File: config.mk
export PLATFORM = sky130hd
export DESIGN_NAME = pidt_ctrl
export DESIGN_NICKNAME = d
export VERILOG_FILES = /design/src/rtl/core/pidt_pkg.sv /design/src/rtl/core/pidt_ctrl.sv
export SDC_FILE = /design/constraint.sdc
export NUM_CORES = 1
export LEC_CHECK = 0
export ABC_AREA = 1
export BUFFER_PORTS_ARGS = -buffer_cell sky130_fd_sc_hd__buf_2
export CAP_MARGIN = 20
export CORE_MARGIN = 2
export CORE_UTILIZATION = 30
export DETAILED_ROUTE_END_ITERATION = 8
export HOLD_SLACK_MARGIN = 0.1
export PLACE_DENSITY_LB_ADDON = 0.3
export SYNTH_ARGS = -nofsm -noshare
export SYNTH_HDL_FRONTEND = slang
export SYNTH_SLANG_ARGS = --single-unit
export TNS_END_PERCENT = 10
File: constraint.sdc
create_clock -name clk -period 1.3 [get_ports clk]
set_clock_uncertainty 0.2 [all_clocks]
set_input_delay 0.13 -clock clk [delete_from_list [all_inputs] [get_ports clk]]
set_output_delay 0.13 -clock clk [all_outputs]
set_load 0.005 [all_outputs]
File: src/rtl/core/pidt_pkg.sv
package pidt_pkg;

	// controller states
	typedef enum logic [2:0] {
		ST_IDLE,
		ST_EVAL,
		ST_INC,
		ST_PMUL,
		ST_IMUL,
		ST_DWAIT,
		ST_DMUL,
		ST_FIN
	} ctrl_state_t;

	// result status codes
	typedef enum logic [1:0] {
		STAT_UPDATED = 2'd0,
		STAT_HELD    = 2'd1,
		STAT_CLEARED = 2'd2
	} step_status_t;

	// operand selection for the shared multiplier
	typedef enum logic [1:0] {
		MUL_INC,
		MUL_P,
		MUL_I,
		MUL_D
	} mul_sel_t;

	// register indexes on the config port
	typedef logic [1:0] reg_idx_t;
	localparam reg_idx_t REG_P_GAIN = 2'd0;
	localparam reg_idx_t REG_I_GAIN = 2'd1;
	localparam reg_idx_t REG_D_GAIN = 2'd2;

	// multiplier digit width, bits of the second operand per cycle
	localparam int MUL_DIGIT = 16;

	// commands from controller to datapath
	typedef struct packed {
		logic         accept;
		logic         start_div;
		logic         start_mul;
		mul_sel_t     mul_sel;
		logic         acc_upd;
		logic         clr_sum;
		logic         add_sum;
		logic         load_out;
		step_status_t kind;
	} pidt_cmd_t;

	// status from datapath to controller
	typedef struct packed {
		logic t_lt;
		logic t_eq;
		logic div_busy;
		logic mul_busy;
	} pidt_stat_t;

endpackage

File: src/rtl/core/pidt_ctrl.sv
module pidt_ctrl (
	input  logic                clk,
	input  logic                arst_n,
	input  logic                in_valid,
	output logic                in_stall,
	output logic                out_valid,
	input  logic                out_stall,
	output pidt_pkg::pidt_cmd_t cmd,
	input  pidt_pkg::pidt_stat_t stat
);
	import pidt_pkg::*;

	ctrl_state_t  state_q;
	ctrl_state_t  state_d;
	step_status_t kind_q;
	logic         out_valid_q;
	logic         out_free;

	assign out_free = !out_valid_q || !out_stall;

	// next state
	always_comb begin
		state_d = state_q;
		case (state_q)
			ST_IDLE: begin
				if (in_valid) state_d = ST_EVAL;
			end
			ST_EVAL: begin
				if (stat.t_lt || stat.t_eq) state_d = ST_FIN;
				else state_d = ST_INC;
			end
			ST_INC: begin
				if (!stat.mul_busy) state_d = ST_PMUL;
			end
			ST_PMUL: begin
				if (!stat.mul_busy) state_d = ST_IMUL;
			end
			ST_IMUL: begin
				if (!stat.mul_busy) state_d = ST_DWAIT;
			end
			ST_DWAIT: begin
				if (!stat.div_busy) state_d = ST_DMUL;
			end
			ST_DMUL: begin
				if (!stat.mul_busy) state_d = ST_FIN;
			end
			ST_FIN: begin
				if (out_free) state_d = ST_IDLE;
			end
			default: begin
				state_d = ST_IDLE;
			end
		endcase
	end

	// datapath commands
	always_comb begin
		cmd         = '0;
		cmd.mul_sel = MUL_INC;
		cmd.kind    = kind_q;
		case (state_q)
			ST_IDLE: begin
				cmd.accept = in_valid;
			end
			ST_EVAL: begin
				cmd.clr_sum = 1'b1;
				if (!stat.t_lt && !stat.t_eq) begin
					cmd.start_div = 1'b1;
					cmd.start_mul = 1'b1;
					cmd.mul_sel   = MUL_INC;
				end
			end
			ST_INC: begin
				if (!stat.mul_busy) begin
					cmd.acc_upd   = 1'b1;
					cmd.start_mul = 1'b1;
					cmd.mul_sel   = MUL_P;
				end
			end
			ST_PMUL: begin
				if (!stat.mul_busy) begin
					cmd.add_sum   = 1'b1;
					cmd.start_mul = 1'b1;
					cmd.mul_sel   = MUL_I;
				end
			end
			ST_IMUL: begin
				if (!stat.mul_busy) cmd.add_sum = 1'b1;
			end
			ST_DWAIT: begin
				if (!stat.div_busy) begin
					cmd.start_mul = 1'b1;
					cmd.mul_sel   = MUL_D;
				end
			end
			ST_DMUL: begin
				if (!stat.mul_busy) cmd.add_sum = 1'b1;
			end
			ST_FIN: begin
				cmd.load_out = out_free;
			end
			default: begin
				cmd.accept = 1'b0;
			end
		endcase
	end

	// state, result kind and output valid
	always_ff @(posedge clk or negedge arst_n) begin
		if (!arst_n) begin
			state_q     <= ST_IDLE;
			kind_q      <= STAT_UPDATED;
			out_valid_q <= 1'b0;
		end else begin
			state_q <= state_d;
			if (state_q == ST_EVAL) begin
				if (stat.t_lt) kind_q <= STAT_CLEARED;
				else if (stat.t_eq) kind_q <= STAT_HELD;
				else kind_q <= STAT_UPDATED;
			end
			if (cmd.load_out) out_valid_q <= 1'b1;
			else if (!out_stall) out_valid_q <= 1'b0;
		end
	end

	assign in_stall  = (state_q != ST_IDLE);
	assign out_valid = out_valid_q;

endmodule

# == Word level (Yosys, flattened, before mapping) ==
# Index checks and enable logic that the tools add are counted.
# classes
reduce_logical,11
n_eq_ne,15
n_mux,25
# ops
op,n
$mux 3,10
$pmux 3 s8,1
$ne 2x2->1 const B,7
$eq 3x3->1 const B,4
$pmux 3 s4,1
$mux 1,10
$mux 4,2
$reduce_and 7->1,1
$eq 3x2->1 const B,2
$logic_not 1->1,4
$eq 3x1->1 const B,1
$logic_not 3->1,1
$reduce_bool 3->1,1
$reduce_or 3->1,1
$logic_or 1x1->1,2
$mux 2,1
$ne 2x1->1 const B,1
$logic_and 1x1->1,1
# totals
reg_bits,6

# == Longest topological paths before layout ==
# Gate-level depths: netlist of run 1.
# logic_depth
depth_word,4
ltp_mapped,8
mapped_depth_nobuf,8

# == Least setup slack after synthesis of run 1 ==
# No wires, ideal clock.
# synth_timing
path_kind,reg2reg
start,reg state_q[1]
end,reg state_q[2]
path_stages_with_launch,7
required_ns,0.979
arrival_ns,0.960
setup_time_ns,0.121
setup_slack_ns,0.019
path_buffers,0
cell_sequence,dfrtp_1 nor2_1 nand3_1 nand2_4 nor2_4 nand2_1 nand2_1
# synth_between
elab_chain_len,3
elab_cells_between_ends,17
classes_between,14 x eq/ne; 1 x mux; 2 x reduce/logical
# synth_rtl
element,line,rtl
from (decl),pidt_ctrl.sv:13,ctrl_state_t state_q;
from (signal assigned),pidt_ctrl.sv:115,state_q <= state_d;
$eq 3x3->1 (tied with other cells),pidt_ctrl.sv:24,case (state_q)
$ne 2x2->1 (no line),--,
$reduce_and 7->1 (no line),--,
# Parallel ways exist; a longest one is shown, timed or not.
# A chain may end at the register's enable or synchronous reset.

==> flow_summary_export.csv, run 1 <==
group,metric,value,unit
route,drtIter0Drc,6,
worst_setup_path,cp-end-kind,"primary output",
yosys,syn_avg_cell_area,6.73,um^2
placed_design,place_ws,-113,ps
run_status,status,"finished with violations",
timing,rsz0062_at_grt,"true",
route,via_per_inst,4.35,
clocking,clk_latency,240,ps
route,wl_per_cell,9.47,um
cells_and_area,fin_nets,114,
placed_design,numPortBuffers,20,
timing,worstMarginPinSlew,190,ps
timing,hold_violations,1,
pwr,power_density,2230,nW/um^2
floorplanning,die_h,43.3,um
route,vias,522,
floorplanning,rows,14,
global_routing,grt_use_met1,15.4,%
yosys,synth-seq-cells,6,
placed_design,dp_cells,110,
clocking,path_clk_slew,40,ps
clocking,cts-htree-levels,1,
worst_setup_path,critical_path_class,"register to primary output",
global_routing,grt-busiest-layer,"met2",
timing,drv_slew,0,
global_routing,grt_pass1_wl,1870,um
route,first_pass_iters,4,
yosys,yosysWarnings,0,
floorplanning,die_area,1880,um^2
cells_and_area,nFillCells,162,
cells_and_area,n_antenna_cell,0,
timing,fmax,638,MHz
cells_and_area,layoutNonFillerInstCount,120,
timing,hold_slack,-82.0,ps
cells_and_area,multi_input_area,292,um^2
clocking,cts_root_buffer,"clkbuf_4",
timing,slew_headroom,87.3,%
yosys,synth-seq-area-share,32.3,%
placed_design,finalWeightedCongestion,0.847,
route,drt-total-wl,1140,um
clocking,clk_path_buf_depth,2,
floorplanning,initial_core_util,31.5,%
worst_hold_path,min_path_type,"input pin to register",
cells_and_area,area_growth,59.3,%
run,maxCapViolCount,0,
timing,finalCriticalPeriod,1570,ps
yosys,syn_inst,69,
global_routing,use_met2,23.0,%
global_routing,grt_max_degree,8,
worst_setup_path,startpoint_type,"register",
route,ant_nets,0,
pwr,ir_drop,881,uV
floorplanning,fp.dieW,43.3,um
cells_and_area,drive_gt1_share,51.9,%
pwr,p_leak,0.000453,uW
global_routing,grt_use_total,13.5,%
global_routing,antenna_found_initial,0,
global_routing,grtUsageMet3,5.00,%
worst_setup_path,required,970,ps
cells_and_area,fin_util,50.3,%
clocking,numClockSinks,6,
placed_design,hpwl,852,um
route,drc_errors,0,
yosys,synth_area,464,um^2
global_routing,grt_pass1_vias,479,
timing,fin_ws,-268,ps
timing,period_share,121,%
worst_setup_path,arrival,1240,ps
timing,finalSetupViolations,15,
cells_and_area,register_area,154,um^2
worst_setup_path,cp_max_fo,6,
floorplanning,pin_count,21,
yosys,synth.distinct_cells,19,
run_status,violations,"negative hold slack, negative setup slack",
clocking,holdBufCountCts,5,
clocking,cts_buffers,3,
global_routing,grt.overflow.total,0,
yosys,syn_nets,77,
floorplanning,core_area,1470,um^2
clocking,cts_tree,"built",
==> routing by layer <==
layer | share of wire, % | routed length (um)
met1 | 41 | 469
met2 | 54 | 618
met3 | 3.2 | 36
met4 | 1.1 | 12
met5 | 0 | 0
==> per-stage QoR <==
step / TNS (ps) / instance area, um^2 / power [uW] / hold WS [ps]
floorplan: 0 / 464 / 961 / -366
global placement: -600 / 622 / 1310 / -240
detailed placement: -661 / 622 / 1320 / -240
CTS: -2350 / 717 / 1570 / -85.7
global route: -3500 / 739 / 1820 / -69.1
finish: -2220 / 739 / 1650 / -82.0
==> worst max-delay path, cell delays in order (launching register included) <==
cell and delay, ps:
dfrtp_2 460, nor3_4 250, nand3_2 100, nand4_1 70, buf_2 110
==> placed cells by master, fill, tap and decap left out, types with 2 or more instances in the layout <==
cell type	instances
dfrtp_2	3
nand3_1	5
nor2_2	2
nor2_1	3
inv_2	3
dfrtp_1	3
buf_4	7
dlygate4sd3_1	4
o21bai_1	3
inv_4	2
inv_1	8
nand2_2	5
buf_2	21
clkbuf_4	3
nand2_1	20
nor2_4	2
nand2_4	2
==> kinds of logic (layout without fill, tap and decap cells) <==
| kind of cell | Yosys count | in the layout | synth area share (%) |
|---|---|---|---|
| buf+inv | 13 | 48 | 11.1 |
| flops | 6 | 6 | 32.3 |
| compound gates | 6 | 6 | 8.08 |
| simple gates | 44 | 44 | 48.5 |
==> synthesized netlist by cell type <==
cell type,n,area share (%)
nand2_4,2,4.9
nor3_1,1,1.1
nor3_4,1,3.5
nand3b_1,1,1.6
inv_2,1,0.81
o21ai_0,1,1.1
dfrtp_1,6,32
nor2_4,1,2.4
nor2_2,1,1.3
inv_1,11,8.9
inv_4,1,1.3
nand4_1,1,1.3
nor2_1,5,4.0
o21bai_1,3,4.9
nand3_1,6,6.5
nand2_2,3,4.0
a21oi_1,1,1.1
o21ai_1,1,1.1
nand2_1,22,18
==> sequential cells by signal, indices dropped and copies added (netlist names) <==
signal	count
kind_q	2
state_q	3
out_valid	1
==> power by group <==
group          leakage (uW)  total (uW)  switching [uW]  internal (uW)
Clock             0.0000138         166            61.7            104
Sequential        0.0000710         429             141            287
Combinational      0.000368        1050             551            501
==> what timing repair did <==
action,CTS,global route
buffers inserted,1,1
setup endpoints to repair,15,20
pin swaps,0,1
gates resized for setup,7,9
hold endpoints to repair,12,1
==> cell type report <==
cell class,instances,share of cell area [%]
Multi-Input combinational cell,50,39.4
Timing Repair Buffer,32,26.7
Sequential cell,6,20.8
Inverter,13,7.28
Clock buffer,3,3.05
Tap cell,16,2.71
==> worst paths after layout <==
kind	end	cells after the start	start	slack, ps
min	out_valid	3	out_stall	-80
min reg2reg	kind_q[0]	2	kind_q[0]	270
max	cmd[8]	4	state_q[2]	-270
max in group asynchronous	state_q[2]	3	arst_n	620
max reg2reg	state_q[1]	7	state_q[1]	-80
min in group asynchronous	state_q[0]	3	arst_n	130
Note: power is estimated with default switching activity, not from simulation.
==> inputs of run 2 (changes only) <==
--- a/config.mk
+++ b/config.mk
@@ -10,6 +10,7 @@
 export CAP_MARGIN = 20
 export CORE_MARGIN = 2
 export CORE_UTILIZATION = 30
+export CTS_BUF_LIST = sky130_fd_sc_hd__clkbuf_16
 export DETAILED_ROUTE_END_ITERATION = 8
 export HOLD_SLACK_MARGIN = 0.1
 export PLACE_DENSITY_LB_ADDON = 0.3
==> flow_summary_export.csv, run 2 (synthesis results as in run 1) <==
group,metric,value,unit
cells_and_area,nFillCells,151,
pwr,netSwitchingFraction,40.2,%
global_routing,grt_use_total,14.0,%
route,first_pass_iters,4,
clocking,cts_tree,"built",
placed_design,finalWeightedCongestion,0.847,
timing,hold_violations,1,
worst_hold_path,min_from,"out_stall",
global_routing,grt_pass1_vias,485,
timing,slew_headroom,86.8,%
timing,period_share,120,%
placed_design,place_ws,-113,ps
run_status,status,"finished with violations",
run,maxCapViolCount,0,
worst_setup_path,r2r_start,"state_q[1]",
cells_and_area,area_growth,67.9,%
timing,rsz0062_at_grt,"true",
clocking,clk_path_buf_depth,2,
worst_setup_path,slowest_delay,460,ps
worst_setup_path,cp_max_fo,6,
global_routing,grt_pass1_wl,1920,um
pwr,power_density,2490,nW/um^2
timing,fin_ws,-255,ps
clocking,cts-htree-levels,1,
floorplanning,fp.dieW,43.3,um
run_status,violations,"negative hold slack, negative setup slack",
timing,worstMarginPinSlew,197,ps
clocking,clk_latency,230,ps
worst_setup_path,crit_chain,"nor3_4, nand3_2, nand4_1, buf_2",
global_routing,antenna_found_initial,0,
pwr,ir_drop,1220,uV
placed_design,numPortBuffers,20,
worst_setup_path,startpoint_type,"register",
placed_design,hpwl,852,um
pwr,power.switching,780,uW
worst_setup_path,slowest_stage,"dfrtp_2",
cells_and_area,fin_util,53.0,%
worst_setup_path,cp-end-kind,"primary output",
worst_setup_path,critical_path_class,"register to primary output",
pwr,intPower,1160,uW
route,drc_errors,0,
timing,finalCriticalPeriod,1550,ps
cells_and_area,drive_gt1_share,52.0,%
route,drt-total-wl,1150,um
worst_setup_path,required,970,ps
worst_setup_path,arrival,1220,ps
route,via_per_inst,4.47,
pwr,seq_power_share,22.0,%
route,drtIter0Drc,3,
timing,fmax,643,MHz
worst_hold_path,min_path_type,"input pin to register",
route,vias,527,
cells_and_area,largest_reg_flops,3,
route,wl_per_cell,9.73,um
floorplanning,die_h,43.3,um
floorplanning,core_area,1470,um^2
clocking,numClockSinks,6,
pwr,p_leak,0.000467,uW
floorplanning,die_area,1880,um^2
timing,setup_tns,-2070,ps
floorplanning,pin_count,21,
route,ant_nets,0,
global_routing,grt_max_degree,8,
pwr,p_comb_share,52.6,%
timing,finalSetupViolations,15,
clocking,holdBufCountCts,4,
cells_and_area,final_cell_mix,"nand2_1 (20), buf_2 (20), inv_1 (8)",
pwr,p_clk_share,25.3,%
cells_and_area,fin_nets,112,
cells_and_area,n_antenna_cell,0,
global_routing,grt.overflow.total,0,
worst_setup_path,startpoint,"state_q[2]",
floorplanning,rows,14,
cells_and_area,regMostFlops,"state_q",
timing,hold_slack,-68.9,ps
clocking,cts_buffers,3,
timing,drv_slew,0,
clocking,cts_root_buffer,"clkbuf_16",
clocking,path_clk_slew,30,ps
floorplanning,initial_core_util,31.5,%
run 2: cell types whose count changed in the layout (fill, tap and decap cells not counted):
cell / previous run / this run
clkbuf_16: 0 / 3
clkbuf_4: 3 / 0
buf_2: 21 / 20
buf_4: 7 / 6
nand3_1: 5 / 4
nand3_2: 1 / 2
nor2_2: 2 / 3
nor2_4: 2 / 1
run 2: path summary, 6_finish.rpt:
path | cells past startpoint | slack [ps] | endpoint
setup reg to reg | 7 | -80 | state_q[1]
min in group asynchronous | 3 | 590 | state_q[0]
setup / recovery | 4 | -250 | cmd[8]
hold reg to reg | 2 | 290 | out_valid
max in group asynchronous | 3 | 150 | state_q[1]
hold / removal | 3 | -70 | out_valid
run 2: area by class of cell:
cell class                      instances  area, um^2  area share (%)
Sequential cell                         6         154            19.7
Clock buffer                            3        75.1            9.63
Timing Repair Buffer                   30         185            23.8
Tap cell                               16        20.0            2.57
Inverter                               13        53.8            6.90
Multi-Input combinational cell         50         292            37.4
run 2: critical path: cells and delay by family, from the launching register on:
| family | cells | cell delay [ps] |
|---|---|---|
| DFF | 1 | 460 |
| buffers and inverters | 1 | 110 |
| and+or+nand+nor | 3 | 420 |
run 2: power groups by stage:
stage	sequential (uW)	combinational, uW	clock (uW)
2_1_floorplan	385	576	0
3_3_place_gp	397	915	0
3_5_place_dp	397	924	0
4_1_cts	407	994	496
5_1_grt	450	1150	511
6_report	428	1020	492
run 2: per-layer routing:
metal,GRT usage (%),vias to the layer above,wire length [um]
met3,5.00,2,49
met2,24.5,12,620
met5,0,-,0
met1,15.4,234,465
met4,5.45,0,12
li1,-,279,-
run 2: stage by stage:
stage               area (um^2)  cells  total power (uW)  hold WS, ps
floorplan                   464     69               961         -366
global placement            622    110              1310         -240
detailed placement          622    110              1320         -240
CTS                         759    118              1900        -64.8
global route                779    118              2110        -45.5
finish                      779    118              1940        -68.9
run 2: what timing repair did:
| item | in CTS | in global routing |
|---|---|---|
| pin swaps | 0 | 1 |
| setup endpoints to repair | 15 | 15 |
| hold endpoints to repair | 9 | 1 |
| buffers inserted | 1 | 0 |
| resized for setup | 7 | 8 |
==> inputs of run 3 (changes only) <==
--- a/config.mk
+++ b/config.mk
@@ -8,10 +8,10 @@
 export ABC_AREA = 1
 export BUFFER_PORTS_ARGS = -buffer_cell sky130_fd_sc_hd__buf_2
 export CAP_MARGIN = 20
-export CORE_MARGIN = 2
-export CORE_UTILIZATION = 30
+export CORE_AREA = 2 2 39 41
 export CTS_BUF_LIST = sky130_fd_sc_hd__clkbuf_16
 export DETAILED_ROUTE_END_ITERATION = 8
+export DIE_AREA = 0 0 41 43
 export HOLD_SLACK_MARGIN = 0.1
 export PLACE_DENSITY_LB_ADDON = 0.3
 export SYNTH_ARGS = -nofsm -noshare
==> flow_summary_export.csv, run 3 (synthesis results as in run 1) <==
group,metric,value,unit
run_status,status,"finished with violations",
run_status,violations,"negative hold slack, negative setup slack",
floorplanning,die_h,43,um
worst_setup_path,r2r_cells,6,
global_routing,grt_use_total,15.2,%
floorplanning,die_area,1760,um^2
global_routing,antenna_found_initial,0,
timing,worstMarginPinSlew,193,ps
worst_setup_path,cp_max_fo,5,
worst_setup_path,cp-end-kind,"primary output",
cells_and_area,final_cell_mix,"nand2_1 (22), buf_2 (21), inv_1 (9)",
cells_and_area,area_growth,66.6,%
clocking,cts_buffers,3,
clocking,cts_tree,"built",
pwr,power_density,2510,nW/um^2
route,via_per_inst,4.50,
cells_and_area,fin_nets,114,
timing,drv_slew,0,
worst_setup_path,slowest_delay,420,ps
timing,setup_tns,-2200,ps
timing,fmax,646,MHz
placed_design,numPortBuffers,20,
route,wl_per_cell,9.38,um
worst_setup_path,crit_chain,"inv_4, nor3_4, nand3_2, nand4_1, buf_2",
route,drtIter0Drc,11,
cells_and_area,n_antenna_cell,0,
placed_design,finalWeightedCongestion,0.876,
floorplanning,rows,14,
floorplanning,pin_count,21,
worst_hold_path,min_path_type,"input pin to register",
route,vias,540,
pwr,p_leak,0.000476,uW
worst_setup_path,startpoint_type,"register",
route,drc_errors,0,
run,maxCapViolCount,0,
route,ant_nets,0,
global_routing,grt_max_degree,8,
global_routing,grt_pass1_vias,467,
timing,hold_violations,1,
clocking,clk_latency,230,ps
worst_hold_path,holdPathStages,3,
cells_and_area,regMostFlops,"state_q",
clocking,numClockSinks,6,
clocking,cts-htree-levels,1,
worst_setup_path,crit_buf_inv,2,
timing,fin_ws,-247,ps
worst_setup_path,critical_path_class,"register to primary output",
timing,slew_headroom,87.1,%
cells_and_area,largest_reg_flops,3,
route,first_pass_iters,4,
cells_and_area,drive_gt1_share,48.1,%
cells_and_area,mostFrequentLayoutCell,"nand2_1",
global_routing,grt.overflow.total,0,
worst_setup_path,worst-path-stages,5,
floorplanning,initial_core_util,33.5,%
clocking,cts_root_buffer,"clkbuf_16",
worst_setup_path,cp_top_family,"flip-flops",
pwr,ir_drop,1250,uV
timing,finalSetupViolations,15,
cells_and_area,nFillCells,123,
route,drt-total-wl,1130,um
timing,hold_slack,-69.6,ps
floorplanning,fp.dieW,41,um
clocking,holdBufCountCts,4,
clocking,path_clk_slew,30,ps
timing,period_share,119,%
placed_design,hpwl,856,um
worst_setup_path,arrival,1220,ps
timing,rsz0062_at_grt,"true",
global_routing,grt_pass1_wl,1760,um
clocking,clk_path_buf_depth,2,
worst_setup_path,required,970,ps
timing,finalCriticalPeriod,1550,ps
worst_setup_path,slowest_stage,"dfrtp_2",
floorplanning,core_area,1380,um^2
-- run 3: final timing paths --
check	endpoint	startpoint	slack [ps]
setup / recovery	cmd[8]	state_q[0]	-250
min in group asynchronous	kind_q[0]	arst_n	140
hold / removal	out_valid	out_stall	-70
hold reg to reg	kind_q[0]	kind_q[0]	290
max in group asynchronous	state_q[0]	arst_n	600
setup reg to reg	state_q[0]	state_q[0]	-90
-- run 3: metrics by stage --
| stage | instance area (um^2) | setup WS [ps] | power (uW) | cells | utilization, % |
|---|---|---|---|---|---|
| floorplan | 464 | 19.3 | 961 | 69 | - |
| global placement | 637 | -107 | 1350 | 112 | 46.0 |
| detailed placement | 637 | -99.4 | 1360 | 112 | 46.0 |
| CTS | 757 | -257 | 1890 | 119 | 54.7 |
| global route | 773 | -336 | 2110 | 120 | 55.9 |
| finish | 773 | -247 | 1940 | 120 | 55.9 |
-- run 3: routing by layer --
| metal | part of all wire (%) | GRT usage (%) | up-vias | routed length [um] |
|---|---|---|---|---|
| met1 | 46 | 19.1 | 236 | 521 |
| met5 | 0 | 0 | - | 0 |
| li1 | - | - | 286 | - |
| met4 | 0 | 10.0 | 0 | 0 |
| met3 | 5.1 | 4.71 | 0 | 57 |
| met2 | 49 | 21.3 | 18 | 546 |
-- run 3: power by group --
part           switching, uW  internal, uW
logic                    538           496
clock network           95.9           394
registers                131           288
-- run 3: repair_timing --
item,4_1_cts,5_1_grt
resized for setup,5,5
pin swaps,1,2
buffers inserted,0,1
endpoints found under the setup margin,15,21
hold endpoints to repair,9,1
-- run 3: layout make-up --
class	instances	area (um^2)	area share, %
Timing Repair Buffer	32	195	25.2
Tap cell	16	20.0	2.59
Sequential cell	6	154	19.9
Clock buffer	3	75.1	9.71
Multi-Input combinational cell	50	275	35.6
Inverter	13	53.8	6.96
-- run 3: worst register-to-register path: cells and delay by family (launching register included) --
kind,cells,cell delay [ps]
DFF,1,440
and+or+nand+nor,6,640
