[config.mk]
export PLATFORM = sky130hd
export DESIGN_NAME = pidt_dp
export DESIGN_NICKNAME = d
export VERILOG_FILES = /design/src/rtl/core/pidt_pkg.sv /design/src/rtl/core/pidt_div.sv /design/src/rtl/core/pidt_mul.sv /design/src/rtl/core/pidt_dp.sv
export SDC_FILE = /design/constraint.sdc
export NUM_CORES = 2
export LEC_CHECK = 0
export CAP_MARGIN = 15
export CORE_UTILIZATION = 60
export CTS_CLUSTER_SIZE = 12
export DETAILED_ROUTE_END_ITERATION = 10
export DONT_BUFFER_PORTS = 1
export PLACE_DENSITY = 0.84
export SETUP_SLACK_MARGIN = 0.02
export SLEW_MARGIN = 20
export SYNTH_ARGS = -nofsm -noshare
export SYNTH_HDL_FRONTEND = slang
export SYNTH_SLANG_ARGS = --single-unit
[constraint.sdc]
create_clock -name clk -period 17.9 [get_ports clk]
set_clock_uncertainty 0.05 [all_clocks]
set_input_delay 0.895 -clock clk [delete_from_list [all_inputs] [get_ports clk]]
set_output_delay 0.895 -clock clk [all_outputs]
set_load 0.005 [all_outputs]
[src/rtl/core/pidt_pkg.sv]
package pidt_pkg;

	// controller states
	typedef enum logic [2:0] {
		ST_IDLE,
		ST_EVAL,
		ST_INC,
		ST_PMUL,
		ST_IMUL,
		ST_DWAIT,
		ST_DMUL,
		ST_FIN
	} ctrl_state_t;

	// result status codes
	typedef enum logic [1:0] {
		STAT_UPDATED = 2'd0,
		STAT_HELD    = 2'd1,
		STAT_CLEARED = 2'd2
	} step_status_t;

	// operand selection for the shared multiplier
	typedef enum logic [1:0] {
		MUL_INC,
		MUL_P,
		MUL_I,
		MUL_D
	} mul_sel_t;

	// register indexes on the config port
	typedef logic [1:0] reg_idx_t;
	localparam reg_idx_t REG_P_GAIN = 2'd0;
	localparam reg_idx_t REG_I_GAIN = 2'd1;
	localparam reg_idx_t REG_D_GAIN = 2'd2;

	// multiplier digit width, bits of the second operand per cycle
	localparam int MUL_DIGIT = 16;

	// commands from controller to datapath
	typedef struct packed {
		logic         accept;
		logic         start_div;
		logic         start_mul;
		mul_sel_t     mul_sel;
		logic         acc_upd;
		logic         clr_sum;
		logic         add_sum;
		logic         load_out;
		step_status_t kind;
	} pidt_cmd_t;

	// status from datapath to controller
	typedef struct packed {
		logic t_lt;
		logic t_eq;
		logic div_busy;
		logic mul_busy;
	} pidt_stat_t;

endpackage

[src/rtl/core/pidt_div.sv]
module pidt_div #(
	parameter int W = 32,
	parameter int F = 16
) (
	input  logic         clk,
	input  logic         arst_n,
	input  logic         start,
	input  logic [W:0]   num,
	input  logic [W-1:0] den,
	output logic         busy,
	output logic [W-1:0] quo
);
	import pidt_pkg::*;

	localparam int NI = W + F + 1;
	localparam int NW = W + 1 + F;
	localparam int CW = $clog2(NI);
	localparam logic [CW-1:0] LAST = CW'(NI - 1);
	// quotient clamp, sticky once reached
	localparam logic [W:0] CAP = {2'b01, {(W-2){1'b0}}, 1'b1};

	logic [NW-1:0] nsh_q;
	logic [W-1:0]  den_q;
	logic [W-1:0]  rem_q;
	logic [W-1:0]  q_q;
	logic [CW-1:0] cnt_q;
	logic          busy_q;

	logic [W:0]   r1;
	logic [W:0]   r_sub;
	logic         ge;
	logic [W-1:0] rem_next;
	logic [W:0]   qs;
	logic [W-1:0] q_next;

	// one restoring step per cycle
	always_comb begin
		r1       = {rem_q, nsh_q[NW-1]};
		ge       = (r1 >= {1'b0, den_q});
		r_sub    = r1 - {1'b0, den_q};
		rem_next = ge ? r_sub[W-1:0] : r1[W-1:0];
		qs       = {q_q, ge};
		q_next   = (qs > CAP) ? CAP[W-1:0] : qs[W-1:0];
	end

	// iteration control
	always_ff @(posedge clk or negedge arst_n) begin
		if (!arst_n) begin
			busy_q <= 1'b0;
			cnt_q  <= '0;
		end else if (start) begin
			busy_q <= 1'b1;
			cnt_q  <= '0;
		end else if (busy_q) begin
			cnt_q <= cnt_q + CW'(1);
			if (cnt_q == LAST) begin
				busy_q <= 1'b0;
			end
		end
	end

	// dividend shift, remainder and quotient
	always_ff @(posedge clk) begin
		if (start) begin
			nsh_q <= {num, {F{1'b0}}};
			den_q <= den;
			rem_q <= '0;
			q_q   <= '0;
		end else if (busy_q) begin
			nsh_q <= nsh_q << 1;
			rem_q <= rem_next;
			q_q   <= q_next;
		end
	end

	assign busy = busy_q;
	assign quo  = q_q;

endmodule

[src/rtl/core/pidt_mul.sv]
module pidt_mul #(
	parameter int AW = 65,
	parameter int BW = 32
) (
	input  logic             clk,
	input  logic             arst_n,
	input  logic             start,
	input  logic [AW-1:0]    a,
	input  logic [BW-1:0]    b,
	input  logic             neg,
	output logic             busy,
	output logic [AW+BW-1:0] mag,
	output logic             mag_neg
);
	import pidt_pkg::*;

	localparam int D   = MUL_DIGIT;
	localparam int ND  = (BW + D - 1) / D;
	localparam int BPW = ND * D;
	localparam int PW  = AW + BW;
	localparam int CW  = (ND > 1) ? $clog2(ND) : 1;
	localparam logic [CW-1:0] LAST = CW'(ND - 1);

	logic [AW-1:0]  a_q;
	logic [BPW-1:0] b_q;
	logic [PW-1:0]  p_q;
	logic           neg_q;
	logic [CW-1:0]  cnt_q;
	logic           busy_q;

	logic [D-1:0]    digit;
	logic [AW+D-1:0] pp;
	logic [PW-1:0]   p_next;

	// most significant digit first, shift and add
	always_comb begin
		digit  = b_q[BPW-1 -: D];
		pp     = a_q * digit;
		p_next = (p_q << D) + PW'(pp);
	end

	// digit count
	always_ff @(posedge clk or negedge arst_n) begin
		if (!arst_n) begin
			busy_q <= 1'b0;
			cnt_q  <= '0;
		end else if (start) begin
			busy_q <= 1'b1;
			cnt_q  <= '0;
		end else if (busy_q) begin
			cnt_q <= cnt_q + CW'(1);
			if (cnt_q == LAST) begin
				busy_q <= 1'b0;
			end
		end
	end

	// operands and partial sum
	always_ff @(posedge clk) begin
		if (start) begin
			a_q   <= a;
			b_q   <= BPW'(b);
			p_q   <= '0;
			neg_q <= neg;
		end else if (busy_q) begin
			b_q <= b_q << D;
			p_q <= p_next;
		end
	end

	assign busy    = busy_q;
	assign mag     = p_q;
	assign mag_neg = neg_q;

endmodule

[src/rtl/core/pidt_dp.sv]
module pidt_dp #(
	parameter int W = 32,
	parameter int F = 16,
	parameter int A = 64
) (
	input  logic                 clk,
	input  logic                 arst_n,
	input  logic [W-1:0]         sample_value,
	input  logic [W-1:0]         time_stamp,
	input  logic [W-1:0]         p_gain,
	input  logic [W-1:0]         i_gain,
	input  logic [W-1:0]         d_gain,
	input  pidt_pkg::pidt_cmd_t  cmd,
	output pidt_pkg::pidt_stat_t stat,
	output logic [W-1:0]         drive_value,
	output logic [1:0]           step_status,
	output logic                 saturated
);
	import pidt_pkg::*;

	localparam int MA = (A > W + 1) ? A : W + 1;
	localparam int PW = MA + W;
	localparam int SW = PW + 3;
	localparam int EW = ((A > 64) ? A : 64) + 2;

	localparam logic [PW-1:0] INC_CAP = PW'(1) << 63;
	localparam logic [A-1:0] AMAX = {1'b0, {(A-1){1'b1}}};
	localparam logic [A-1:0] AMIN = {1'b1, {(A-1){1'b0}}};
	localparam logic signed [EW-1:0] AMAX_E = EW'({1'b0, {(A-1){1'b1}}});
	localparam logic signed [EW-1:0] AMIN_E = ~AMAX_E;
	localparam logic signed [SW-1:0] YMAX_E = SW'({1'b0, {(W-1){1'b1}}});
	localparam logic signed [SW-1:0] YMIN_E = ~YMAX_E;
	localparam logic [W-1:0] DMAX = {1'b0, {(W-1){1'b1}}};
	localparam logic [W-1:0] DMIN = {1'b1, {(W-1){1'b0}}};

	// input word and controller state
	logic [W-1:0] x_q;
	logic [W-1:0] t_q;
	logic [A-1:0] acc_q;
	logic [W-1:0] prev_sample_q;
	logic [W-1:0] prev_time_q;
	logic [W-1:0] held_q;

	// output sum and sticky clip flag
	logic signed [SW-1:0] s_q;
	logic                 sat_q;

	// result registers
	logic [W-1:0] drive_q;
	step_status_t status_q;
	logic         sat_out_q;

	logic [W:0]   diff;
	logic [W:0]   sum;
	logic         diff_neg;
	logic         sum_neg;
	logic [W:0]   diff_mag;
	logic [W:0]   sum_mag;
	logic [W-1:0] dt;
	logic [W-1:0] x_mag;
	logic [A-1:0] acc_mag;
	logic [W-1:0] p_mag;
	logic [W-1:0] i_mag;
	logic [W-1:0] d_mag;

	logic         div_busy;
	logic [W-1:0] quo;
	logic         deriv_sat;
	logic [W-1:0] deriv_mag;

	logic [MA-1:0] mul_a;
	logic [W-1:0]  mul_b;
	logic          mul_neg;
	logic          mul_busy;
	logic [PW-1:0] mag;
	logic          mag_neg;

	logic [PW:0]          prod_s;
	logic signed [SW-1:0] prod_e;

	logic [PW-1:0]        inc_full;
	logic                 inc_clip;
	logic [63:0]          inc64;
	logic signed [EW-1:0] acc_e;
	logic signed [EW-1:0] inc_e;
	logic signed [EW-1:0] acc_new;
	logic                 sat_hi;
	logic                 sat_lo;
	logic [A-1:0]         acc_next;

	logic signed [SW-1:0] s_sh;
	logic                 y_fit;
	logic [W-1:0]         y;

	// differences, magnitudes and elapsed time
	always_comb begin
		diff     = {x_q[W-1], x_q} - {prev_sample_q[W-1], prev_sample_q};
		sum      = {x_q[W-1], x_q} + {prev_sample_q[W-1], prev_sample_q};
		diff_neg = diff[W];
		sum_neg  = sum[W];
		diff_mag = diff_neg ? (W+1)'(0) - diff : diff;
		sum_mag  = sum_neg ? (W+1)'(0) - sum : sum;
		dt       = t_q - prev_time_q;
		x_mag    = x_q[W-1] ? W'(0) - x_q : x_q;
		acc_mag  = acc_q[A-1] ? A'(0) - acc_q : acc_q;
		p_mag    = p_gain[W-1] ? W'(0) - p_gain : p_gain;
		i_mag    = i_gain[W-1] ? W'(0) - i_gain : i_gain;
		d_mag    = d_gain[W-1] ? W'(0) - d_gain : d_gain;
	end

	assign stat.t_lt     = (t_q < prev_time_q);
	assign stat.t_eq     = (t_q == prev_time_q);
	assign stat.div_busy = div_busy;
	assign stat.mul_busy = mul_busy;

	// derivative quotient
	pidt_div #(
		.W(W),
		.F(F)
	) u_div (
		.clk    (clk),
		.arst_n (arst_n),
		.start  (cmd.start_div),
		.num    (diff_mag),
		.den    (dt),
		.busy   (div_busy),
		.quo    (quo)
	);

	// derivative clip to the signed range
	always_comb begin
		if (diff_neg) deriv_sat = quo[W-1] && (|quo[W-2:0]);
		else deriv_sat = quo[W-1];
		if (deriv_sat) deriv_mag = diff_neg ? DMIN : DMAX;
		else deriv_mag = quo;
	end

	// multiplier operand select
	always_comb begin
		case (cmd.mul_sel)
			MUL_INC: begin
				mul_a   = MA'(sum_mag);
				mul_b   = dt;
				mul_neg = 1'b0;
			end
			MUL_P: begin
				mul_a   = MA'(x_mag);
				mul_b   = p_mag;
				mul_neg = x_q[W-1] ^ p_gain[W-1];
			end
			MUL_I: begin
				mul_a   = MA'(acc_mag);
				mul_b   = i_mag;
				mul_neg = acc_q[A-1] ^ i_gain[W-1];
			end
			MUL_D: begin
				mul_a   = MA'(deriv_mag);
				mul_b   = d_mag;
				mul_neg = diff_neg ^ d_gain[W-1];
			end
			default: begin
				mul_a   = '0;
				mul_b   = '0;
				mul_neg = 1'b0;
			end
		endcase
	end

	pidt_mul #(
		.AW(MA),
		.BW(W)
	) u_mul (
		.clk     (clk),
		.arst_n  (arst_n),
		.start   (cmd.start_mul),
		.a       (mul_a),
		.b       (mul_b),
		.neg     (mul_neg),
		.busy    (mul_busy),
		.mag     (mag),
		.mag_neg (mag_neg)
	);

	// signed product for the output sum
	always_comb begin
		prod_s = mag_neg ? (PW+1)'(0) - {1'b0, mag} : {1'b0, mag};
		prod_e = {{(SW-PW-1){prod_s[PW]}}, prod_s};
	end

	// trapezoid increment and saturating integral
	always_comb begin
		inc_full = mag >> (F + 1);
		inc_clip = (inc_full > INC_CAP);
		inc64    = inc_clip ? {1'b1, 63'd0} : inc_full[63:0];
		acc_e    = {{(EW-A){acc_q[A-1]}}, acc_q};
		inc_e    = {{(EW-64){1'b0}}, inc64};
		acc_new  = sum_neg ? acc_e - inc_e : acc_e + inc_e;
		sat_hi   = !sum_neg && (acc_new > AMAX_E);
		sat_lo   = sum_neg && (acc_new < AMIN_E);
		if (sat_hi) acc_next = AMAX;
		else if (sat_lo) acc_next = AMIN;
		else acc_next = acc_new[A-1:0];
	end

	// output scaling and clip
	always_comb begin
		s_sh  = s_q >>> F;
		y_fit = (s_sh <= YMAX_E) && (s_sh >= YMIN_E);
		if (y_fit) y = s_sh[W-1:0];
		else y = s_q[SW-1] ? DMIN : DMAX;
	end

	// input word capture
	always_ff @(posedge clk) begin
		if (cmd.accept) begin
			x_q <= sample_value;
			t_q <= time_stamp;
		end
	end

	// controller state updates
	always_ff @(posedge clk or negedge arst_n) begin
		if (!arst_n) begin
			acc_q         <= '0;
			prev_sample_q <= '0;
			prev_time_q   <= '0;
			held_q        <= '0;
		end else if (cmd.load_out) begin
			case (cmd.kind)
				STAT_CLEARED: begin
					acc_q         <= '0;
					prev_sample_q <= '0;
					prev_time_q   <= '0;
					held_q        <= '0;
				end
				STAT_UPDATED: begin
					prev_sample_q <= x_q;
					prev_time_q   <= t_q;
					held_q        <= y;
				end
				default: begin
					held_q <= held_q;
				end
			endcase
		end else if (cmd.acc_upd) begin
			acc_q <= acc_next;
		end
	end

	// product sum and clip flag
	always_ff @(posedge clk) begin
		if (cmd.clr_sum) begin
			s_q   <= '0;
			sat_q <= 1'b0;
		end else begin
			if (cmd.add_sum) s_q <= s_q + prod_e;
			if ((cmd.acc_upd && (inc_clip || sat_hi || sat_lo)) ||
			    (cmd.start_mul && (cmd.mul_sel == MUL_D) && deriv_sat)) begin
				sat_q <= 1'b1;
			end
		end
	end

	// result word
	always_ff @(posedge clk) begin
		if (cmd.load_out) begin
			case (cmd.kind)
				STAT_CLEARED: begin
					drive_q   <= '0;
					status_q  <= STAT_CLEARED;
					sat_out_q <= 1'b0;
				end
				STAT_HELD: begin
					drive_q   <= held_q;
					status_q  <= STAT_HELD;
					sat_out_q <= 1'b0;
				end
				STAT_UPDATED: begin
					drive_q   <= y;
					status_q  <= STAT_UPDATED;
					sat_out_q <= sat_q || !y_fit;
				end
				default: begin
					drive_q   <= held_q;
					status_q  <= STAT_HELD;
					sat_out_q <= 1'b0;
				end
			endcase
		end
	end

	assign drive_value = drive_q;
	assign step_status = status_q;
	assign saturated   = sat_out_q;

endmodule

Yosys cells after proc, flatten, opt, wreduce, memory -nomap -nowiden
Index checks and enable logic that the tools add are counted.
{"block": "classes", "reduce_logical": 22, "n_lt_le_gt_ge": 8, "muxes": 43, "n_mul": 1, "bitwise": 3, "n_eq_ne": 7, "addsub": 18}
{"cell": "64-bit two-way mux", "n": 7}
{"cell": "32-bit two-way mux", "n": 12}
{"cell": "64-bit one-hot mux with 4 select lines", "n": 1}
{"cell": "32-bit one-hot mux with 2 select lines", "n": 3}
{"cell": "32-bit one-hot mux with 4 select lines", "n": 1}
{"cell": "1-bit by 32-bit subtractor with 32-bit output (first input constant)", "n": 4}
{"cell": "99-bit by 97-bit adder with 99-bit output", "n": 1}
{"cell": "49-bit two-way mux", "n": 2}
{"cell": "97-bit two-way mux", "n": 1}
{"cell": "1-bit by 96-bit subtractor with 97-bit output (first input constant)", "n": 1}
{"cell": "96-bit by 80-bit adder with 96-bit output", "n": 1}
{"cell": "83-bit by 32-bit greater-or-equal comparator with 1-bit output (second input constant)", "n": 1}
{"cell": "83-bit by 32-bit <= comparator with 1-bit output (second input constant)", "n": 1}
{"cell": "64-bit by 16-bit multiplier with 80-bit output", "n": 1}
{"cell": "79-bit by 64-bit greater-than comparator with 1-bit output (second input constant)", "n": 1}
{"cell": "64-bit by 65-bit adder with 66-bit output", "n": 1}
{"cell": "66-bit by 64-bit greater-than comparator with 1-bit output (second input constant)", "n": 1}
{"cell": "66-bit by 64-bit less-than comparator with 1-bit output (second input constant)", "n": 1}
{"cell": "33-bit two-way mux", "n": 2}
{"cell": "66-bit two-way mux", "n": 1}
{"cell": "1-bit by 33-bit subtractor with 33-bit output (first input constant)", "n": 2}
{"cell": "64-bit by 65-bit subtractor with 66-bit output", "n": 1}
{"cell": "1-bit by 64-bit subtractor with 64-bit output (first input constant)", "n": 1}
{"cell": "32-bit subtractor", "n": 2}
{"cell": "24 further kinds", "n": 52}
{"block": "word_totals", "in_bits": 173, "wordCells": 125, "register_bits": 690, "out_inout_bits": 39}

Depth between registers and ports, before layout
{"block": "logic_depth", "ltp_word": 10, "mapped_depth": 33, "depth_no_buf": 28}

Modules after synthesis
Synthesis repeated with hierarchy kept, for this count alone.
{"block": "hier_totals", "cells_unflattened": 10260, "area_unflattened_um2": 86807.0}
{"module": "pidt_mul", "seq_area_each_um2": 4884.7, "area_per_inst_um2": 40976.8, "cells_each": 4604, "n_inst": 1}
{"module": "pidt_dp", "seq_area_each_um2": 8978.6, "area_per_inst_um2": 38896.1, "cells_each": 4998, "n_inst": 1}
{"module": "pidt_div", "seq_area_each_um2": 3408.3, "area_per_inst_um2": 6934.2, "cells_each": 658, "n_inst": 1}

Worst setup path after synthesis
No wires, ideal clock.
{"block": "synth_timing", "path_kind": "register -> register", "startpoint": "register u_mul.b_q[22]", "endpoint": "register u_mul.p_q[84] (netlist: u_mul.mag[84])", "arrival_ns": 7.204, "synth_period_minus_slack_ns": 7.377, "t_required_ns": 17.728, "slack_ns": 10.523, "path_stages_with_launch": 28, "setup_time_ns": 0.122, "path_buffers": 4, "cell_sequence": "edfxtp_1 clkbuf_1 clkbuf_1 nand2_1 fa_1 inv_1 fa_1 inv_1 fa_1 inv_1 fa_1 fa_1 fa_1 ha_1 clkbuf_1 a21o_1 a21o_1 a21o_1 a2111oi_0 a21oi_1 or2_1 o21a_1 and3_1 a221oi_1 o21a_1 clkbuf_1 nor3b_1 nor3_1"}
{"block": "synth_via", "elab_chain_cells": 2}
{"item": "from (decl)", "line": "pidt_mul.sv:25", "text": "logic [BPW-1:0] b_q;"}
{"item": "from (signal assigned)", "line": "pidt_mul.sv:62", "text": "b_q <= BPW'(b);"}
{"item": "from (signal assigned)", "line": "pidt_mul.sv:66", "text": "b_q <= b_q << D;"}
{"item": "64-bit by 16-bit multiplier with 80-bit output", "line": "pidt_mul.sv:38", "text": "pp = a_q * digit;"}
{"item": "96-bit by 80-bit adder with 96-bit output", "line": "pidt_mul.sv:39", "text": "p_next = (p_q << D) + PW'(pp);"}
{"item": "to (signal assigned)", "line": "pidt_mul.sv:67", "text": "p_q <= p_next;"}
{"item": "to (decl)", "line": "pidt_mul.sv:26", "text": "logic [PW-1:0] p_q;"}
No other way between the ends.
A chain may end at the register's enable or synchronous reset.

Worst setup path after layout
{"block": "layout_timing", "startpoint": "register x_q[2]", "endpoint": "register acc_q[51]"}
{"block": "layout_via", "elab_chain_cells": 8, "elab_cells_between_ends": 11, "cone_classes": "1 x add/sub; 2 x order compare; 5 x mux; 3 x reduce/logical"}
{"item": "from (decl)", "line": "pidt_dp.sv:37", "text": "logic [W-1:0] x_q;"}
{"item": "from (signal assigned)", "line": "pidt_dp.sv:216", "text": "x_q <= sample_value;"}
{"item": "32-bit by 32-bit adder with 33-bit output (*)", "line": "pidt_dp.sv:98", "text": "sum = {x_q[W-1], x_q} + {prev_sample_q[W-1], prev_sample_q};"}
{"item": "66-bit two-way mux", "line": "pidt_dp.sv:197", "text": "acc_new = sum_neg ? acc_e - inc_e : acc_e + inc_e;"}
{"item": "66-bit by 64-bit less-than comparator with 1-bit output", "line": "pidt_dp.sv:199", "text": "sat_lo = sum_neg && (acc_new < AMIN_E);"}
{"item": "1-bit logical AND", "line": "pidt_dp.sv:199"}
{"item": "64-bit two-way mux", "line": "pidt_dp.sv:201", "text": "else if (sat_lo) acc_next = AMIN;"}
{"item": "64-bit two-way mux (*)", "line": "pidt_dp.sv:200", "text": "if (sat_hi) acc_next = AMAX;"}
{"item": "64-bit two-way mux (*)", "line": "pidt_dp.sv:245", "text": "end else if (cmd.acc_upd) begin"}
{"item": "64-bit two-way mux (*)", "line": "pidt_dp.sv:228", "text": "end else if (cmd.load_out) begin"}
{"item": "to (signal assigned)", "line": "pidt_dp.sv:246", "text": "acc_q <= acc_next;"}
{"item": "to (decl)", "line": "pidt_dp.sv:39", "text": "logic [A-1:0] acc_q;"}
Every way passes the cells marked *; elsewhere a longest branch is shown, timed or not. The select of a mux whose other input is x is not followed.

==> reports/summary.txt <==
Fin util - 63.3%
GRT met1 Usage - 53.2%
List of most frequent post-synthesis cells - nand2_1 (1,385), inv_1 (1,175), fa_1 (936), nor2_1 (637), a21oi_1 (567)
WS Path Type - reg2reg
Max_slew headroom - 17.9%
GPL Wtd Cong - 1.07
Dpl cells - 11,500
# Max-Cap Violations - 0
Clock latency on the worst-skew pair - 0.73 ns
Initial Utilization - 60.4%
CP Capture Type - flop
Die area - 0.144 mm^2
Clock Tree Buf Depth - 3
Setup TNS - 0 ns
Top FF cell, synth - edfxtp_1
Vias per std cell - 6.46
GRT Overall Usage - 41.3%
Register area - 0.0173 mm^2
Mapped Area - 0.0854 mm^2
Max-slew violation count - 0
Post-CTS Setup Inserts - 0
Vias in the first global route - 74,500
Post-synth top area share - 22.0%
Initial DRC count - 8,420
Max H-tree Level - 3
Run status - finished with violations
Core area - 0.141 mm^2
Synth area leader - fa_1
Post-synthesis cell type count - 107
Most used routing layer - met2
Clock Sinks - 690
#FFs+latches synth - 690
Post-Layout Cell Count - 11,700
Final setup fails - 0
Final hold vios - 6
Syn_area_per_cell - 8.47 um^2
R2r setup slk - 8.50 ns
RSZ-0062 raised after global routing - no
CP arrival - 9.99 ns
Post-route minimum period - 9.40 ns
Post-synth EDFFs - 261
DRC - 0
Period Utilization, post-route - 52.5%
Required @ worst endpoint - 18.49 ns
Mapped Nets - 11,700
Total number of yosys warnings - 0
FF-to-FF Start - x_q[2]
Total grt overflow - 0
Synth async-reset ratio - 24.5%
Fraction of layout cells with a size suffix above 1 - 3.87%
Worst Path Max Fanout - 63
Grt met2 use - 63.3%
Final ANT Viol Nets - 0
Hpwl dp - 230,000 um
Multi-input gate area - 0.0615 mm^2
Final #Nets - 11,300
IO Pins - 212
Routed len/inst - 25.5 um
Worst-Margin Slew - 1.23 ns
Seq/Total Area, Yosys - 20.2%
Die Ht - 379 um
Die width - 379 um
IO Port Bufs - 0
CTS buffer count - 86
Num rows - 138
Post-CTS resize count - 0
DP Worst Slack - 8.84 ns
Failing checks - negative hold slack
Detailed Route WL - 297,000 um
Gate count of the mapped netlist - 10,100
Critical path launch point type - flop
Clock root cell - clkbuf_16
R2R Path End - acc_q[51]
HP Class - in2async
Initial antenna violation count - 14
Drt pass-1 iters - 9
Clock transition at path regs - 0.06 ns
Number of fill cells - 11,900
Met3 Use GR - 11.0%
First-pass GRT wire length - 451,000 um
CTS tree - built
Fmax - 0.106 GHz
Cell with the most instances after synthesis - nand2_1
Vias - 75,300
Synth top area cells - fa_1 (22%), edfxtp_1 (9.2%), ha_1 (6.9%)
Worst r2r path cells - 27
Worst setup margin - 8.50 ns
Area growth, synth to finish - 4.92%
Worst hold slack - -0.00889 ns
Largest net degree at the start of global routing - 170
per-stage QoR:
stage          hold WS (ns)  area, um^2
5_1_grt            0.000514       89500
2_1_floorplan         0.395       85400
6_report           -0.00889       89600
3_5_place_dp          0.414       86300
3_3_place_gp          0.401       86300
4_1_cts               0.128       89500
kinds of logic (layout without fill, tap and decap cells):
logic type | count (synthesis) | after routing | synth area share [%]
adder cells (fa/ha/maj) | 1406 | 1406 | 28.8
multiplexers | 152 | 152 | 1.85
flip-flops | 690 | 690 | 20.2
other | 0 | 7 | 0
AO/OA/AOI/OAI | 2213 | 2213 | 16.8
buffers and inverters | 1767 | 1441 | 7.84
XOR/XNOR | 695 | 695 | 7.14
AND/OR/NAND/NOR | 3159 | 3159 | 17.2
worst max path at each step:
stage             startpoint       endpoint
2_1_floorplan  u_mul.b_q[22]  u_mul.mag[84]
3_3_place_gp          x_q[2]       acc_q[7]
3_5_place_dp          x_q[2]      acc_q[17]
4_1_cts               x_q[2]      acc_q[51]
5_1_grt        u_mul.mag[35]      acc_q[51]
6_report              x_q[2]      acc_q[51]
worst max-delay path, cell delays in order, from the launching register on:
cell      delay, ns
edfxtp_1       0.50
ha_1           0.57
nor2_1         0.09
o221ai_1       0.38
a211oi_1       0.21
o211ai_1       0.41
a211oi_1       0.20
nor3_2         0.50
o21a_2         0.22
buf_4          0.51
nor2_1         0.23
nor2_1         0.59
a31oi_1        0.07
o21ai_0        0.14
ha_1           0.28
o21ai_0        0.15
or2_2          0.31
a31oi_1        0.41
a21oi_1        0.15
o21ai_0        0.42
a41oi_1        0.46
o41ai_2        0.61
a41oi_1        0.23
xnor2_2        0.29
xor2_1         0.17
nor4_4         0.19
buf_4          0.63
a221o_1        0.24
cell usage in the layout (no fill, tap or decap), types with 34 or more instances in the layout:
master and n:
inv_1 1175, nand3_1 129, nor2_1 633, or3_1 62, ha_1 470, fa_1 936
buf_4 99, nor3_1 133, xnor2_1 422, dfxtp_1 260, nand2b_1 67, o21a_1 51
o211ai_1 34, and2_1 266, nor4_1 72, nand2_1 1385, xor2_1 272, o31ai_1 107
o21bai_1 81, a21o_1 176, a221o_1 74, or4_1 57, a31oi_1 79, dfrtp_1 166
clkbuf_16 93, mux2i_1 134, and3_1 54, a22o_1 104, o41ai_1 37, o21ai_0 550
nand4_1 115, a211oi_1 88, edfxtp_1 261, nor2b_1 46, a21oi_1 566
state kept, by name, indices dropped and copies added (netlist names), 6 cells and up:
register	count
t_q	32
x_q	32
drive_value	32
u_div.nsh_q	33
acc_q	64
u_div.cnt_q	6
u_mul.a_q	64
prev_time_q	32
prev_sample_q	32
u_mul.b_q	32
u_mul.mag	96
held_q	32
u_div.den_q	32
u_div.rem_q	32
s_q	99
u_div.quo	32
metal layers:
| layer | wire length, um | up-vias |
|---|---|---|
| li1 | - | 33100 |
| met1 | 112000 | 36900 |
| met2 | 131000 | 4274 |
| met3 | 34000 | 949 |
| met4 | 19700 | 14 |
| met5 | 99 | - |
layout make-up:
| class | count | area share (%) |
|---|---|---|
| clock buffer | 119 | 2.86 |
| inverter | 1178 | 4.94 |
| timing repair buffer | 101 | 0.891 |
| tap | 1890 | 2.64 |
| clock inverter | 43 | 0.680 |
| multi-input combinational | 7625 | 68.7 |
| sequential | 690 | 19.3 |
| antenna | 7 | 0.0196 |
what timing repair did:
action / in CTS / in global routing
hold buffers: 1 / 0
endpoints found under the hold margin: 169 / 0
endpoints found under the setup margin: 0 / 0
Power is left out: the tool's default activity adds up to more than one toggle a clock period on the data nets, which glitch-free logic cannot reach.
